### src/hw/rtl/brmh_pkg.sv
// ----------------------------------------------------------------------------
// brmh_pkg
// Shared constants, types and helper functions of the byte stream hash.
// ----------------------------------------------------------------------------
package brmh_pkg;

  localparam int MAX_WORDS = 16;
  localparam int IDX_W     = (MAX_WORDS > 1) ? $clog2(MAX_WORDS) : 1;
  localparam int CNT_W     = $clog2(MAX_WORDS + 1);
  localparam int ADDR_W    = 4;

  localparam logic [31:0] GOLDEN     = 32'h9E3779B1;
  localparam logic [31:0] AVAL_A     = 32'h85EBCA6B;
  localparam logic [31:0] AVAL_B     = 32'hC2B2AE35;
  localparam logic [31:0] SEED_RESET = 32'h1F2E3D4C;

  localparam logic [1:0] OP_FEED        = 2'd0;
  localparam logic [1:0] OP_FEED_FINISH = 2'd1;

  localparam logic [1:0] REG_WORD_BYTES  = 2'd0;
  localparam logic [1:0] REG_STATE_WORDS = 2'd1;
  localparam logic [1:0] REG_SEED        = 2'd2;

  // Request from the sequencer to the state memory.
  typedef struct packed {
    logic [IDX_W-1:0] rd_addr;
    logic             wr_en;
    logic [IDX_W-1:0] wr_addr;
    logic [31:0]      wr_data;
    logic             clear;
  } mem_req_t;

  function automatic logic [31:0] rotl(input logic [31:0] v, input logic [4:0] r);
    logic [63:0] t;
    t = {v, v} << r;
    return t[63:32];
  endfunction

  function automatic logic [4:0] rot_amt(input logic [2:0] idx);
    logic [4:0] a;
    case (idx)
      3'd0: a = 5'd5;
      3'd1: a = 5'd7;
      3'd2: a = 5'd9;
      3'd3: a = 5'd11;
      3'd4: a = 5'd13;
      3'd5: a = 5'd17;
      3'd6: a = 5'd19;
      3'd7: a = 5'd23;
      default: a = 5'd5;
    endcase
    return a;
  endfunction

endpackage

### src/hw/rtl/brmh_in_if.sv
// ----------------------------------------------------------------------------
// brmh_in_if
// Input channel: one message byte word with its operation code.
// ----------------------------------------------------------------------------
interface brmh_in_if;
  logic       valid;
  logic       ready;
  logic [1:0] op;
  logic [7:0] data_byte;

  modport source (output valid, output op, output data_byte, input ready);
  modport sink   (input valid, input op, input data_byte, output ready);
endinterface

### src/hw/rtl/brmh_out_if.sv
// ----------------------------------------------------------------------------
// brmh_out_if
// Output channel: one finished 32-bit hash word.
// ----------------------------------------------------------------------------
interface brmh_out_if;
  logic        valid;
  logic        ready;
  logic [31:0] hash_value;

  modport source (output valid, output hash_value, input ready);
  modport sink   (input valid, input hash_value, output ready);
endinterface

### src/hw/rtl/brmh_state_ram.sv
// ----------------------------------------------------------------------------
// brmh_state_ram
// State word memory with one write and one registered read port. Per-entry
// valid bits make a cleared entry read back as its seeded value.
// ----------------------------------------------------------------------------
module brmh_state_ram import brmh_pkg::*; (
  input  logic        clk,
  input  logic        rst,
  input  logic [31:0] seed,
  input  mem_req_t    req,
  output logic [31:0] rd_data
);

  logic [31:0]          mem [MAX_WORDS];
  logic [MAX_WORDS-1:0] valid;
  logic [31:0]          rdata_q;
  logic [31:0]          rinit_q;
  logic                 rvalid_q;

  always_ff @(posedge clk) begin
    if (req.wr_en) begin
      mem[req.wr_addr] <= req.wr_data;
    end
    rdata_q <= mem[req.rd_addr];
    rinit_q <= seed ^ 32'(32'(req.rd_addr) * GOLDEN);
  end

  always_ff @(posedge clk) begin
    if (rst) begin
      valid    <= '0;
      rvalid_q <= 1'b0;
    end else begin
      rvalid_q <= valid[req.rd_addr];
      if (req.clear) begin
        valid <= '0;
      end else if (req.wr_en) begin
        valid[req.wr_addr] <= 1'b1;
      end
    end
  end

  assign rd_data = rvalid_q ? rdata_q : rinit_q;

endmodule

### src/hw/rtl/byte_stream_rotate_mix_hash.sv
// ----------------------------------------------------------------------------
// byte_stream_rotate_mix_hash
// Byte stream hash: packs bytes into words, mixes each word into a state
// file held in a memory, then folds and finishes the state into a hash.
// ----------------------------------------------------------------------------
// A byte that does not complete a word is only packed into the assembly
// word. A byte that completes a word (or a finish with a partial word) starts
// a mix that streams the N active state words through the single memory
// read port; after the read pass the states S_MIX_ADD, S_MIX_XOR, S_MIX_MUL
// and S_MIX_WB cover the add, the two golden-ratio multiplies and the
// write-back of word 0. A finish then runs the fold, after the mix or at once
// for an empty message: the same read pass and the two avalanche multiplies.
// The hash word waits in an output register; the next message is accepted
// while it waits, and a second hash stalls until the first is taken.
// Reloading from the seed is done by clearing the per-entry valid bits.
module byte_stream_rotate_mix_hash import brmh_pkg::*; (
  input  logic              clk,
  input  logic              rst,
  brmh_in_if.sink           msg,
  brmh_out_if.source        result,
  input  logic              psel,
  input  logic              penable,
  input  logic              pwrite,
  input  logic [ADDR_W-1:0] paddr,
  input  logic [31:0]       pwdata,
  output logic [31:0]       prdata,
  output logic              pready
);

  typedef enum logic [3:0] {
    S_IDLE, S_MIX, S_MIX_ADD, S_MIX_XOR, S_MIX_MUL, S_MIX_WB,
    S_FOLD, S_FOLD_M1, S_FOLD_M2, S_FOLD_OUT
  } state_t;

  state_t           state;
  logic [2:0]       word_bytes;
  logic [4:0]       state_words;
  logic [31:0]      seed;
  logic [31:0]      asm_word;
  logic [2:0]       bytes_held;
  logic [31:0]      mix_word;
  logic             do_fold;
  logic [CNT_W-1:0] rd_idx;
  logic             pend;
  logic [IDX_W-1:0] pend_idx;
  logic [31:0]      acc;
  logic [31:0]      w0;
  logic [31:0]      prev;
  logic [31:0]      pg;
  logic             out_valid;
  logic [31:0]      out_hash;

  logic [2:0]       width_eff;
  logic [CNT_W-1:0] n_words;
  logic             accept, feed, finish, full, start_mix;
  logic [31:0]      asm_n, padded, mix_word_n;
  logic [2:0]       held_n, pad;
  logic             issue, last, out_free;
  logic [31:0]      rd_data, rot_x, rot_s, mix_xor;
  logic [31:0]      x1, x2, x3;
  logic [4:0]       rot_x_amt;
  logic [1:0]       cfg_idx;
  logic             cfg_we;
  mem_req_t         mem_req;

  // Configuration port.
  assign pready  = 1'b1;
  assign cfg_idx = paddr[3:2];
  assign cfg_we  = psel && penable && pwrite &&
                   (cfg_idx inside {REG_WORD_BYTES, REG_STATE_WORDS, REG_SEED});

  always_comb begin
    case (cfg_idx)
      REG_WORD_BYTES:  prdata = {29'd0, word_bytes};
      REG_STATE_WORDS: prdata = {27'd0, state_words};
      REG_SEED:        prdata = seed;
      default:         prdata = 32'd0;
    endcase
  end

  always_comb begin
    width_eff = (word_bytes inside {3'd1, 3'd2, 3'd4}) ? word_bytes : 3'd4;
    if (state_words < 5'd2) begin
      n_words = CNT_W'(2);
    end else if (32'(state_words) > MAX_WORDS) begin
      n_words = CNT_W'(MAX_WORDS);
    end else begin
      n_words = CNT_W'(state_words);
    end
  end

  // Byte packing decision for the word on the input.
  assign accept     = msg.valid && msg.ready;
  assign feed       = (msg.op == OP_FEED) || (msg.op == OP_FEED_FINISH);
  assign finish     = (msg.op != OP_FEED);
  assign asm_n      = feed ? {asm_word[23:0], msg.data_byte} : asm_word;
  assign held_n     = feed ? bytes_held + 3'd1 : bytes_held;
  assign full       = feed && (held_n >= width_eff);
  assign pad        = width_eff - held_n;
  assign padded     = asm_n << {pad, 3'b000};
  assign start_mix  = full || (finish && (held_n != 3'd0));
  assign mix_word_n = full ? asm_n : padded;

  // Read pass bookkeeping; read data arrives in the cycle after its address.
  assign issue = (rd_idx < n_words);
  assign last  = ((CNT_W'(pend_idx) + CNT_W'(1)) == n_words);

  // Word 1 enters the mix with its own fixed rotation.
  assign rot_x_amt = (pend_idx == IDX_W'(1)) ? 5'd13 : rot_amt(3'(pend_idx));
  assign rot_x     = rotl(rd_data, rot_x_amt);
  assign rot_s     = rotl(rd_data, 5'(32'(pend_idx) + 32'd5));

  assign x1      = acc ^ pg ^ mix_word;
  assign x2      = x1 + rotl(mix_word, 5'd19);
  assign x3      = x2 ^ rotl(mix_word, 5'd23);
  assign mix_xor = x3 ^ rotl(x3, 5'd9);

  assign out_free = !out_valid || result.ready;

  always_comb begin
    mem_req.rd_addr = (state == S_IDLE) ? '0 : rd_idx[IDX_W-1:0];
    mem_req.wr_en   = ((state == S_MIX) && pend && (pend_idx != '0)) ||
                      (state == S_MIX_WB);
    if (state == S_MIX_WB) begin
      mem_req.wr_addr = '0;
      mem_req.wr_data = acc ^ (acc >> 15);
    end else begin
      mem_req.wr_addr = pend_idx;
      mem_req.wr_data = rot_s ^ prev ^ (last ? mix_word : 32'd0);
    end
    mem_req.clear = cfg_we || ((state == S_FOLD_OUT) && out_free);
  end

  brmh_state_ram u_state_ram (
    .clk     (clk),
    .rst     (rst),
    .seed    (seed),
    .req     (mem_req),
    .rd_data (rd_data)
  );

  assign msg.ready         = (state == S_IDLE);
  assign result.valid      = out_valid;
  assign result.hash_value = out_hash;

  always_ff @(posedge clk) begin
    if (rst) begin
      state       <= S_IDLE;
      word_bytes  <= 3'd4;
      state_words <= 5'd4;
      seed        <= SEED_RESET;
      asm_word    <= 32'd0;
      bytes_held  <= 3'd0;
      do_fold     <= 1'b0;
      rd_idx      <= '0;
      pend        <= 1'b0;
      pend_idx    <= '0;
      out_valid   <= 1'b0;
    end else begin
      // A new hash word loaded in S_FOLD_OUT takes the place of the old one.
      if (result.ready && !((state == S_FOLD_OUT) && out_free)) begin
        out_valid <= 1'b0;
      end

      if (cfg_we) begin
        case (cfg_idx)
          REG_WORD_BYTES:  word_bytes  <= pwdata[2:0];
          REG_STATE_WORDS: state_words <= pwdata[4:0];
          REG_SEED:        seed        <= pwdata;
          default:         seed        <= seed;
        endcase
        asm_word   <= 32'd0;
        bytes_held <= 3'd0;
      end

      case (state)
        S_IDLE: begin
          if (accept) begin
            if (full || finish) begin
              asm_word   <= 32'd0;
              bytes_held <= 3'd0;
            end else begin
              asm_word   <= asm_n;
              bytes_held <= held_n;
            end
            mix_word <= mix_word_n;
            do_fold  <= finish;
            // Word 0 was read in this cycle, so the pass starts at word 1.
            pend     <= 1'b1;
            pend_idx <= '0;
            rd_idx   <= CNT_W'(1);
            if (start_mix) begin
              state <= S_MIX;
            end else if (finish) begin
              state <= S_FOLD;
            end
          end
        end

        S_MIX: begin
          if (issue) begin
            rd_idx   <= rd_idx + CNT_W'(1);
            pend_idx <= rd_idx[IDX_W-1:0];
          end
          pend <= issue;
          if (pend) begin
            if (pend_idx == '0) begin
              w0  <= rd_data;
              acc <= rd_data;
            end else begin
              acc <= acc ^ rot_x ^
                     ((pend_idx == IDX_W'(1)) ? (mix_word & rd_data) : 32'd0);
            end
            prev <= rd_data;
            if (last) begin
              state <= S_MIX_ADD;
            end
          end
        end

        S_MIX_ADD: begin
          acc   <= acc + rotl(w0, 5'd17);
          pg    <= mix_word * GOLDEN;
          state <= S_MIX_XOR;
        end

        S_MIX_XOR: begin
          acc   <= mix_xor;
          state <= S_MIX_MUL;
        end

        S_MIX_MUL: begin
          acc   <= acc * GOLDEN;
          state <= S_MIX_WB;
        end

        S_MIX_WB: begin
          // Word 0 is written now, so the fold pass issues its own first read.
          rd_idx <= '0;
          pend   <= 1'b0;
          state  <= do_fold ? S_FOLD : S_IDLE;
        end

        S_FOLD: begin
          if (issue) begin
            rd_idx   <= rd_idx + CNT_W'(1);
            pend_idx <= rd_idx[IDX_W-1:0];
          end
          pend <= issue;
          if (pend) begin
            acc <= (pend_idx == '0) ? rd_data : (acc ^ rot_s);
            if (last) begin
              state <= S_FOLD_M1;
            end
          end
        end

        S_FOLD_M1: begin
          acc   <= (acc ^ (acc >> 16)) * AVAL_A;
          state <= S_FOLD_M2;
        end

        S_FOLD_M2: begin
          acc   <= (acc ^ (acc >> 13)) * AVAL_B;
          state <= S_FOLD_OUT;
        end

        S_FOLD_OUT: begin
          if (out_free) begin
            out_valid <= 1'b1;
            out_hash  <= acc ^ (acc >> 16);
            state     <= S_IDLE;
          end
        end

        default: state <= S_IDLE;
      endcase
    end
  end

endmodule

### src/flat_wrapper.sv
// flat-port wrapper written by rule: the top's interface ports become plain ports
module byte_stream_rotate_mix_hash_flat import brmh_pkg::*;
  (clk, rst, psel, penable, pwrite, paddr, pwdata, prdata, pready, msg_valid, msg_op, msg_data_byte, msg_ready, result_valid, result_hash_value, result_ready);
  brmh_in_if msg_i ();
  brmh_out_if result_i ();
  input  logic clk;
  input  logic rst;
  input  logic psel;
  input  logic penable;
  input  logic pwrite;
  input  logic [ADDR_W-1:0] paddr;
  input  logic [31:0] pwdata;
  output logic [31:0] prdata;
  output logic pready;
  input wire logic [$bits(msg_i.valid)-1:0] msg_valid;
  input wire logic [$bits(msg_i.op)-1:0] msg_op;
  input wire logic [$bits(msg_i.data_byte)-1:0] msg_data_byte;
  output wire logic [$bits(msg_i.ready)-1:0] msg_ready;
  output wire logic [$bits(result_i.valid)-1:0] result_valid;
  output wire logic [$bits(result_i.hash_value)-1:0] result_hash_value;
  input wire logic [$bits(result_i.ready)-1:0] result_ready;
  assign msg_i.valid = msg_valid;
  assign msg_i.op = msg_op;
  assign msg_i.data_byte = msg_data_byte;
  assign msg_ready = msg_i.ready;
  assign result_valid = result_i.valid;
  assign result_hash_value = result_i.hash_value;
  assign result_i.ready = result_ready;
  byte_stream_rotate_mix_hash u_core (.clk(clk), .rst(rst), .msg(msg_i), .result(result_i), .psel(psel), .penable(penable), .pwrite(pwrite), .paddr(paddr), .pwdata(pwdata), .prdata(prdata), .pready(pready));
endmodule
### config.mk
export PLATFORM = sky130hd
export DESIGN_NAME = byte_stream_rotate_mix_hash_flat
export DESIGN_NICKNAME = d
export VERILOG_FILES = /design/src/hw/rtl/brmh_pkg.sv /design/src/hw/rtl/brmh_in_if.sv /design/src/hw/rtl/brmh_out_if.sv /design/src/hw/rtl/brmh_state_ram.sv /design/src/hw/rtl/byte_stream_rotate_mix_hash.sv /design/src/flat_wrapper.sv
export SDC_FILE = /design/constraint.sdc
export NUM_CORES = 2
export LEC_CHECK = 0
export BUFFER_PORTS_ARGS = -buffer_cell sky130_fd_sc_hd__buf_2
export CAP_MARGIN = 10
export CORE_ASPECT_RATIO = 0.8
export CORE_MARGIN = 1.5
export CORE_UTILIZATION = 59
export CTS_CLUSTER_SIZE = 25
export DETAILED_ROUTE_END_ITERATION = 10
export PLACE_DENSITY = 0.89
export SLEW_MARGIN = 20
export SYNTH_ARGS = -nofsm -noshare
export SYNTH_HDL_FRONTEND = slang
export SYNTH_HIERARCHICAL = 1
export SYNTH_SLANG_ARGS = --single-unit
### constraint.sdc
create_clock -name clk -period 7.7 [get_ports clk]
set_clock_uncertainty 0.1 [all_clocks]
set_input_delay 1.54 -clock clk [delete_from_list [all_inputs] [get_ports clk]]
set_output_delay 1.54 -clock clk [all_outputs]
set_load 0.05 [all_outputs]
==> metrics.csv <==
stage,metric,value,unit
cells_and_area,seq_area,0.0247,mm^2
cells_and_area,nNetsFinal,9174,
global_route,grtUsageTotal,0.392,
synthesis,synth_edf_count,704,
clock_tree,cts_hold_buf,0,
sta,final.min_clock_period,7.64,ns
synthesis,synth.avg_cell_area,11.4,um^2
synthesis,syn-cell-area,0.0807,mm^2
critical_path,worst_ep_required_time,8.03,ns
critical_path,cp.arrival,7.98,ns
place,io_buffer_count,116,
min_path,min_to,u_core/u_state_ram/valid[10],
clock_tree,path_clk_slew,0.07,ns
synthesis,seq_area_frac_synth,0.306,
detailed_routing,drc,0,
min_path,hold_depth,1,
clock_tree,clockBufferDepth,3,
sta,finalHoldViolCount,0,
cells_and_area,largest_register_ffs,512,
detailed_routing,wire_per_inst,29.2,um
floorplanning,ioPinCount,120,
status,run_status,"complete, no violations",
cells_and_area,fillers,9295,
critical_path,slowest_stage,edfxtp_1,
synthesis,async_flop_share,0,
cells_and_area,drive_gt1_frac,0.157,
floorplanning,die_x,416,um
critical_path,r2r_start,u_core/acc[9],
global_route,grt_start_max_net_pins,109,
critical_path,worstPathMaxFanout,5,
clock_tree,clock_sinks,880,
sta,setup_slack,0.0577,ns
global_route,grt_overflow,0,
critical_path,worst-setup-path-type,reg2reg,
detailed_routing,post_drt_via_cell_ratio,6.49,
min_path,worstHoldStart,u_core/u_state_ram/valid[10],
detailed_routing,ant_nets,0,
global_route,antenna_found_initial,6,
synthesis,synth_cell_type_count,90,
floorplanning,fp.coreArea,0.136,mm^2
critical_path,end_kind,flip-flop,
synthesis,postSynthCellCount,7064,
sta,max_clock_freq,0.131,GHz
flow_run,maxCapViolations,0,
floorplanning,die_height,334,um
clock_tree,root_buffer,clkbuf_16,
cells_and_area,synthToLayoutAreaGrowth,12.1,%
cells_and_area,largest-register,u_core/u_state_ram/mem,
critical_path,rr_worst_depth,28,
sta,worstMarginPinSlew,1.21,ns
sta,finalMaxSlewViolations,0,
place,hpwl,203,mm
clock_tree,cts_htree_levels,3,
place,routabilityCongestion,1.08,
detailed_routing,drtIter0Drc,8890,
sta,fin_crit_sh,0.993,
synthesis,ys_warn_count,6,
critical_path,rrSetupSlack,0.06,ns
clock_tree,clk_latency,0.72,ns
sta,setup_violations,0,
place,dp_slack,-0.304,ns
floorplanning,start_util,0.594,
cells_and_area,final_common_cell,inv_1,
min_path,hp-class,reg2reg,
sta,rsz0062_at_grt,true,
critical_path,rr_endpoint,u_core/acc[29],
clock_tree,cts_buffers,93,
cells_and_area,final_cell_mix,"1261 x inv_1, 810 x ha_1, 799 x fa_1",
synthesis,synth_nets,8752,
synthesis,synth-seq-cells,880,
critical_path,cpPeakStageDelay,0.56,ns
floorplanning,rows,121,
floorplanning,dieArea,0.139,mm^2
detailed_routing,drt_pass1_iterations,9,
detailed_routing,wl,273,mm
critical_path,worst_setup_path_start_kind,flip-flop,
global_route,grt_pass1_vias,61700,
clock_tree,cts_tree,yes,
cells_and_area,multi_input_area,0.0513,mm^2
synthesis,synthFlopType,edfxtp_1,
sta,relSlewSlack,0.170,
detailed_routing,vias,60700,
global_route,grt_pass1_wl,398,mm
-- worst max path at each step --
stage | startpoint | to | slack, ns | cells past startpoint
2_1_floorplan | u_core/acc[7] | u_core/acc[30] | 0.02 | 27
3_3_place_gp | u_core/acc[4] | u_core/acc[28] | -0.20 | 24
3_5_place_dp | u_core/acc[8] | u_core/acc[29] | -0.30 | 27
4_1_cts | u_core/acc[6] | u_core/acc[31] | 0.003 | 30
5_1_grt | u_core/acc[9] | u_core/acc[29] | -0.05 | 28
6_report | u_core/acc[9] | u_core/acc[29] | 0.06 | 28
-- layer usage --
metal / global-route usage / vias to the layer above / share of wire
li1: - / 24800 / -
met1: 0.514 / 29700 / 0.35
met5: 0 / - / 0.00015
met3: 0.130 / 1254 / 0.15
met2: 0.578 / 4959 / 0.43
met4: 0.216 / 4 / 0.071
-- logic make-up after synthesis --
| logic type | count (synthesis) | share of synthesized area |
|---|---|---|
| multiplexers | 463 | 0.0908 |
| other | 1 | 0.0000465 |
| XOR/XNOR | 672 | 0.0734 |
| flip-flops | 880 | 0.306 |
| buffers and inverters | 1529 | 0.0719 |
| AND/OR/NAND/NOR | 951 | 0.0552 |
| adder cells (fa/ha/maj) | 1635 | 0.329 |
| AO/OA/AOI/OAI | 933 | 0.0740 |
-- through the flow --
stage,TNS (ns),utilization,instances,cell area (um^2),hold slack (ns)
floorplan,0,-,7064,80700,0.324
global placement,-0.501,0.632,9120,86000,0.341
detailed placement,-0.960,0.632,9120,86000,0.354
CTS,0,0.657,9298,89300,0.363
global route,-0.267,0.665,9347,90400,0.392
finish,0,0.665,9354,90400,0.367
-- worst max-delay path, delay by kind of cell (launching register included) --
family | cells | cell delay [ns]
buffers and inverters | 7 | 0.50
flip-flops | 1 | 0.56
AND/OR/NAND/NOR | 2 | 0.30
XOR/XNOR | 2 | 0.47
adder cells (fa/ha/maj) | 9 | 3.81
AO/OA/AOI/OAI | 8 | 1.61
-- area by class of cell --
type,instances,share of cell area
Tap cell,1783,0.0247
Antenna cell,7,0.000194
Timing Repair Buffer,580,0.0476
Sequential cell,880,0.273
Inverter,1276,0.0534
Clock buffer,130,0.0290
Clock inverter,43,0.00537
Multi-Input combinational cell,4655,0.567
-- cells in the mapped netlist, drive strengths merged, types with 14 or more instances --
cell | instances | share of area
nand2 | 336 | 0.016
a211oi | 22 | 0.0023
a32oi | 14 | 0.0015
xor2 | 199 | 0.022
and3 | 41 | 0.0032
o21bai | 27 | 0.0025
a221oi | 21 | 0.0023
xnor2 | 471 | 0.051
o211ai | 21 | 0.0020
edfxtp | 704 | 0.26
buf | 61 | 0.0036
nor2b | 30 | 0.0023
a21o | 83 | 0.0077
o21a | 47 | 0.0044
mux2i | 192 | 0.024
a21oi | 275 | 0.017
fa | 812 | 0.20
nand4 | 31 | 0.0024
nor3 | 40 | 0.0025
mux2 | 62 | 0.0087
a22oi | 50 | 0.0047
nor2 | 257 | 0.012
o21ai | 211 | 0.013
mux4 | 209 | 0.058
dfxtp | 176 | 0.044
clkbuf | 192 | 0.0089
nand2b | 39 | 0.0030
inv | 1275 | 0.059
ha | 823 | 0.13
and2 | 55 | 0.0043
a31oi | 40 | 0.0031
nand3 | 48 | 0.0031
nand3b | 26 | 0.0024
-- what timing repair did --
item / CTS / global route
pin swaps: 5 / 42
buffers inserted: 5 / 43
resized for setup: 32 / 120
setup endpoints to repair: 7 / 16
Power is left out: the tool's default activity adds up to more than one toggle a clock period on the data nets, which glitch-free logic cannot reach.
